$ cat src/sv/bsah_pkg.sv
// Shared types, constants and helper functions of the binned SAH split selector.
// No dependencies; every other file of the block imports this package.
`timescale 1ns / 1ps

package bsah_pkg;

	localparam int COORD_BITS = 16;
	localparam int NUM_BINS   = 16;
	localparam int BIN_W      = $clog2(NUM_BINS);
	localparam int CNT_W      = 11;
	localparam int COST_W     = 44;
	localparam int EXT_W      = COORD_BITS + 1;       // centroid extent, doubled coordinates
	localparam int TW         = EXT_W + BIN_W;        // bin thresholds and scaled offsets
	localparam int HA_W       = 2 * COORD_BITS + 2;   // half area of one box
	localparam logic [COST_W-1:0] COST_MAX = '1;

	localparam logic [1:0] AXIS_X = 2'd0;
	localparam logic [1:0] AXIS_Y = 2'd1;
	localparam logic [1:0] AXIS_Z = 2'd2;

	typedef enum logic [1:0] {
		MODE_SAH        = 2'd0,
		MODE_MEDIAN     = 2'd1,
		MODE_COINCIDENT = 2'd2,
		MODE_LEAF       = 2'd3
	} mode_t;

	typedef logic signed [COORD_BITS:0] cent_t;
	typedef logic signed [EXT_W:0]      sext_t;

	typedef struct packed {
		logic [2:0][COORD_BITS-1:0] lo;
		logic [2:0][COORD_BITS-1:0] hi;
	} box_t;

	typedef struct packed {
		box_t              node;
		mode_t             mode;
		logic [1:0]        axis;
		logic [BIN_W-1:0]  bin;
		logic [CNT_W-1:0]  left;
		logic [COST_W-1:0] cost;
	} res_t;

	typedef struct packed {
		logic             ld;
		logic             best_clr;
		logic             thr_wr;
		logic             idx_clr;
		logic             mem_rd;
		logic             bin_calc;
		logic             bin_acc;
		logic             suf_step;
		logic             pre_step;
		logic             first;
		logic             fin;
		logic [BIN_W-1:0] k;
		logic [1:0]       axis;
	} cmd_t;

	typedef struct packed {
		logic       n_lt2;
		logic       all_zero;
		logic [2:0] ext_pos;
		logic       idx_last;
		logic       pipe_busy;
		logic       res_slot_free;
	} sts_t;

	function automatic box_t box_union(input box_t a, input box_t b);
		box_t r;
		r = a;
		for (int i = 0; i < 3; i++) begin
			if ($signed(b.lo[i]) < $signed(a.lo[i])) r.lo[i] = b.lo[i];
			if ($signed(b.hi[i]) > $signed(a.hi[i])) r.hi[i] = b.hi[i];
		end
		return r;
	endfunction

	// Widest axis; y and then z win only when strictly wider than x.
	function automatic logic [1:0] widest(input sext_t e0, input sext_t e1, input sext_t e2);
		if (e1 > e0 && e1 >= e2) return AXIS_Y;
		if (e2 > e0 && e2 >= e1) return AXIS_Z;
		return AXIS_X;
	endfunction

	// Box side length, zero for an inverted side.
	function automatic logic [COORD_BITS-1:0] side(input logic [COORD_BITS-1:0] lo,
			input logic [COORD_BITS-1:0] hi);
		logic signed [COORD_BITS:0] d;
		d = $signed({hi[COORD_BITS-1], hi}) - $signed({lo[COORD_BITS-1], lo});
		return (d > 0) ? d[COORD_BITS-1:0] : '0;
	endfunction

endpackage

$ cat src/sv/bsah_ctrl.sv
// Controller: sequences loading, per-axis binning, sweeps and result hand-off.
// Depends on bsah_pkg; commands bsah_datapath through cmd_t.
`timescale 1ns / 1ps

module bsah_ctrl import bsah_pkg::*; (
	input  logic clk,
	input  logic arst_n,
	input  logic in_valid,
	input  logic in_last,
	output logic in_ready,
	input  sts_t sts,
	output cmd_t cmd
);

	typedef enum logic [11:0] {
		S_LOAD   = 12'b000000000001,
		S_CHK    = 12'b000000000010,
		S_AXCHK  = 12'b000000000100,
		S_TINIT  = 12'b000000001000,
		S_BRD    = 12'b000000010000,
		S_BWAIT  = 12'b000000100000,
		S_BACC   = 12'b000001000000,
		S_SUF    = 12'b000010000000,
		S_PRE    = 12'b000100000000,
		S_DRAIN  = 12'b001000000000,
		S_NEXTAX = 12'b010000000000,
		S_FIN    = 12'b100000000000
	} state_t;

	localparam logic [BIN_W-1:0] K_TOP  = BIN_W'(NUM_BINS - 1);
	localparam logic [BIN_W-1:0] K_LAST = BIN_W'(NUM_BINS - 2);

	state_t           state_q, state_d;
	logic [BIN_W-1:0] k_q, k_d;
	logic [1:0]       ax_q, ax_d;

	always_comb begin
		state_d  = state_q;
		k_d      = k_q;
		ax_d     = ax_q;
		cmd      = '0;
		cmd.k    = k_q;
		cmd.axis = ax_q;
		in_ready = 1'b0;
		case (state_q)
			S_LOAD: begin
				in_ready = 1'b1;
				cmd.ld   = in_valid;
				if (in_valid && in_last) state_d = S_CHK;
			end
			S_CHK: begin
				cmd.best_clr = 1'b1;
				ax_d = AXIS_X;
				if (sts.n_lt2 || sts.all_zero) state_d = S_FIN;
				else state_d = S_AXCHK;
			end
			S_AXCHK: begin
				k_d = '0;
				if (sts.ext_pos[ax_q]) state_d = S_TINIT;
				else state_d = S_NEXTAX;
			end
			S_TINIT: begin
				cmd.thr_wr = 1'b1;
				if (k_q == K_LAST) begin
					cmd.idx_clr = 1'b1;
					state_d = S_BRD;
				end else begin
					k_d = k_q + BIN_W'(1);
				end
			end
			S_BRD: begin
				cmd.mem_rd = 1'b1;
				state_d = S_BWAIT;
			end
			S_BWAIT: begin
				cmd.bin_calc = 1'b1;
				state_d = S_BACC;
			end
			S_BACC: begin
				cmd.bin_acc = 1'b1;
				if (sts.idx_last) begin
					k_d = K_TOP;
					state_d = S_SUF;
				end else begin
					state_d = S_BRD;
				end
			end
			S_SUF: begin
				cmd.suf_step = 1'b1;
				cmd.first = k_q == K_TOP;
				if (k_q == '0) state_d = S_PRE;
				else k_d = k_q - BIN_W'(1);
			end
			S_PRE: begin
				cmd.pre_step = 1'b1;
				cmd.first = k_q == '0;
				if (k_q == K_LAST) state_d = S_DRAIN;
				else k_d = k_q + BIN_W'(1);
			end
			S_DRAIN: begin
				if (!sts.pipe_busy) state_d = S_NEXTAX;
			end
			S_NEXTAX: begin
				if (ax_q == AXIS_Z) begin
					state_d = S_FIN;
				end else begin
					ax_d = ax_q + 2'd1;
					state_d = S_AXCHK;
				end
			end
			S_FIN: begin
				if (sts.res_slot_free) begin
					cmd.fin = 1'b1;
					state_d = S_LOAD;
				end
			end
			default: state_d = S_LOAD;
		endcase
	end

	always_ff @(posedge clk or negedge arst_n) begin
		if (!arst_n) begin
			state_q <= S_LOAD;
			k_q     <= '0;
			ax_q    <= AXIS_X;
		end else begin
			state_q <= state_d;
			k_q     <= k_d;
			ax_q    <= ax_d;
		end
	end

`ifndef SYNTH
	a_fin_waits: assert property (@(posedge clk) disable iff (!arst_n)
		(state_q == S_FIN && !sts.res_slot_free) |=> state_q == S_FIN)
		else $error("result overwritten while previous result still pending");
	a_drain_clean: assert property (@(posedge clk) disable iff (!arst_n)
		(state_q == S_NEXTAX) |-> !sts.pipe_busy)
		else $error("axis advanced with cost pipeline still busy");
	a_sweep_order: assert property (@(posedge clk) disable iff (!arst_n)
		(state_q == S_SUF && k_q == '0) |=> (state_q == S_PRE && k_q == '0))
		else $error("prefix sweep did not follow suffix sweep");
`endif

endmodule
$ cat config.mk
export PLATFORM = sky130hd
export DESIGN_NAME = bsah_ctrl
export DESIGN_NICKNAME = d
export VERILOG_FILES = /design/src/sv/bsah_pkg.sv /design/src/sv/bsah_ctrl.sv
export SDC_FILE = /design/constraint.sdc
export NUM_CORES = 1
export LEC_CHECK = 0
export ABC_AREA = 1
export BUFFER_PORTS_ARGS = -buffer_cell sky130_fd_sc_hd__buf_2
export CORE_MARGIN = 1.5
export CORE_UTILIZATION = 30
export CTS_CLUSTER_SIZE = 16
export DETAILED_ROUTE_END_ITERATION = 12
export HOLD_SLACK_MARGIN = 0.08
export PLACE_DENSITY = 0.46
export SLEW_MARGIN = 25
export SYNTH_ARGS = -nofsm -noshare
export SYNTH_HDL_FRONTEND = slang
export SYNTH_SLANG_ARGS = --single-unit
$ cat constraint.sdc
create_clock -name clk -period 2.3 [get_ports clk]
set_input_delay 0.115 -clock clk [delete_from_list [all_inputs] [get_ports clk]]
set_output_delay 0.115 -clock clk [all_outputs]
set_load 0.01 [all_outputs]
==> impl_results.md <==
* Outcome: complete, no violations
* WHS at about 120 ps
* Overall power at ~1200 µW
* Layout Nets at between 200 and 300
* Required time of the worst setup path at around 2500 ps
* IO Count at 30
* Worst-path clk slew at about 80 ps
* Final setup vio count at 0
* Area Overhead vs Synth at 27.2%
* FF+latch area at 454 µm²
* Root buffer cell: clkbuf_8
* EDFF count, synth at 0
* DRC at 0
* Number of max-cap violations at 0
* Chip Height at between 70 and 80 µm
* Worst VDD drop at 0.353 mV
* Placed Cells at approximately 320
* Cell Area, Synth at 1500 µm²
* Crit path launch type: flop
* N_diodes at 0
* Worst-Margin Slew at between 400 and 500 ps
* Core Region at ~4800 µm²
* Vias/cell at between 4 and 5
* Initial detailed-routing violation count at between 50 and 60
* Ys Warns at 0
* Leakage at approximately 0.0011 µW
* Fin. Hold Viols at 0
* FF-to-FF Start: state_q[2]$_DFFE_PN0P_
* Wire per inst at roughly 11 µm
* Min-Delay Path Class: primary input to flop
* Final period utilization at approximately nine tenths
* Crit Reg-Reg Endpoint: k_q[3]$_DFFE_PN0P_
* Critical Path Max Stage Delay at roughly 410 ps
* Fmax at ~470 MHz
* Worst reg2reg setup slack at around 190 ps
* Main flop type after synthesis: dfrtp_1
* Final WL at 3760 µm
* Worst path slowest cell: dfrtp_1
* Routability congestion estimate at 0.769
* Crit path time final at about 2100 ps
* CTS Buf Count at 3
* HPWL Detailed at roughly 3000 µm
* Synth Net Count at roughly 240
* Finished Layout Cells at 331
* CTS Buffer Depth at 2
* Vias in the first global route at between 1,000 and 1,500
* Post-synth ARST share at 100%
* CTS tree: done
* CP Class: flop to flop
* Syn_area_per_cell at 6.87 µm²
* CP cell instances: nor2_1 > nand2_4 > nor2_8 > nand2_4 > nand2_4 > inv_4 > ha_1 > nand3_2 > nand3_1 > nand2_1 > nand2_1 > o21ai_0 > nor2_1 > nand3_1 > nand2_1 > inv_1
* Worst setup path start: state_q[2]$_DFFE_PN0P_
* Total GRT Usage at roughly 15%
* Dominant cells by area after synthesis: dfrtp_1 28%, nand2_1 11%, inv_1 8.7%
* Remaining antenna violation count at 0
* Slew margin rel. at between 70% and 80%
* First drt pass iteration count at 4
* H-tree levels at 1
* Fillers at roughly 540
* Hold Path Cell Cnt at 4
* Clock latency on the worst-skew pair at approximately 260 ps
* CP endpoint kind: flop
* Initial antenna violation count at 0
* FF-to-FF path depth at 16
* Buffers on Ports at 29
* Commonest cells in the synthesized netlist: 45 x nand2_1, 35 x inv_1, 28 x nor2_1, 26 x nand3_1, 17 x dfrtp_1
* Sink Count at 18
* Hold Crit Start: sts[7]
* First-pass GRT wire length at ~6300 µm
* Initial Util at 31.4%
* Worst EP arrival at approximately 2300 ps
* Synth Register Bits at 18
* Worst clock skew at ~3.6 ps
* Multi-input logic area at between 900 and 1000 µm²
* Hold endpoint: state_q[2]$_DFFE_PN0P_
* Grt ovf at 0
* Final worst slack at approximately 190 ps
* Synth top area share at 28.3%
* CP Max Fanout at 5
* Register area share after synthesis at ~30%
* Horiz. Die Dim at roughly 74 µm
* Pre-CTS setup slack at between 70 and 80 ps
* Final Max Tran Viols at 0
* Largest net degree at the start of global routing at 19
* # rows at 25
* Distinct cell type count after synthesis at 29
* Die ar. at 5450 µm²
* Power per cell area at between 600 and 700 nW/µm²
* Cell accounting for the most synthesized area: dfrtp_1
* Vias at 1,444
* Synth Instances at about 220
* Finished Core Util at about two fifths
* Count leader, synth: nand2_1
* Layout cell share with drive strength beyond 1 at approximately a third
-- power by group --
group / total, µW / internal (µW) / switching, µW / leakage [µW]
Clock: 273 / 152 / 120 / 0.0000288
Sequential: 393 / 357 / 36.5 / 0.000239
Combinational: 574 / 204 / 370 / 0.000819
-- layout by cell type (no fill, tap or decap), drive strengths merged --
cell,synthesis,final
clkinv,2,1
nand3b,1,1
fa,1,1
nand3,28,28
dfstp,1,1
clkbuf,0,4
ha,3,3
dfrtp,17,17
buf,0,40
inv,42,43
a21oi,3,3
o21ai,7,7
a21boi,1,1
xor2,1,1
dlygate4sd3,0,1
nand4,2,2
nor3,4,4
nand2,59,59
a31oi,1,1
o22ai,2,2
nor4,4,4
o211ai,2,2
nor2,38,38
-- worst max-delay path by stage --
stage	to	cells after the start
6_report	k_q[3]$_DFFE_PN0P_	16
5_1_grt	k_q[3]$_DFFE_PN0P_	17
4_1_cts	k_q[3]$_DFFE_PN0P_	17
3_5_place_dp	k_q[3]$_DFFE_PN0P_	17
3_3_place_gp	k_q[3]$_DFFE_PN0P_	17
2_1_floorplan	k_q[3]$_DFFE_PN0P_	17
-- repair_timing --
action	in CTS	in global routing
hold buffers	1	0
buffers inserted	0	10
endpoints found under the hold margin	17	0
resized for setup	0	8
endpoints found under the setup margin	0	1
-- flip-flops by register name, summed over array words and instances, names as in the netlist --
| signal | count |
|---|---|
| state_q | 12 |
| k_q | 4 |
| ax_q | 2 |
-- stage by stage --
stage / cell area, µm² / setup TNS [ps]
floorplan: 1500 / 0
global placement: 1740 / 0
detailed placement: 1740 / 0
CTS: 1810 / 0
global route: 1910 / -2.73
finish: 1910 / 0
-- critical path: cells and delay by family, from the launching register on --
family | cells | cell delay [ps]
simple gates | 12 | 1160
flops | 1 | 410
fa+ha+maj | 1 | 290
buf+inv | 2 | 90
compound gates | 1 | 70
-- area by class of cell --
class | instances | share of cell area, %
Clock buffer | 4 | 2.88
Inverter | 44 | 8.76
Multi-Input combinational cell | 157 | 47.8
Sequential cell | 18 | 23.7
Tap cell | 67 | 4.38
Timing Repair Buffer | 41 | 12.4
-- layer usage --
metal  global-route usage, %  share of wire, %  vias to the layer above
met5                       0                 0                        -
met4                    4.32               1.3                        0
met3                    1.65               1.9                        5
met2                    24.0                45                       17
met1                    21.3                52                      640
li1                        -                 -                      782
-- logic make-up after synthesis --
group / count (synthesis) / share of synthesized area, %
compound gates: 16 / 6.07
simple gates: 136 / 48.3
flops: 18 / 30.0
xor+xnor: 1 / 0.582
fa+ha+maj: 4 / 3.83
buf+inv: 44 / 11.1
Power figures use the tool's default switching activity.
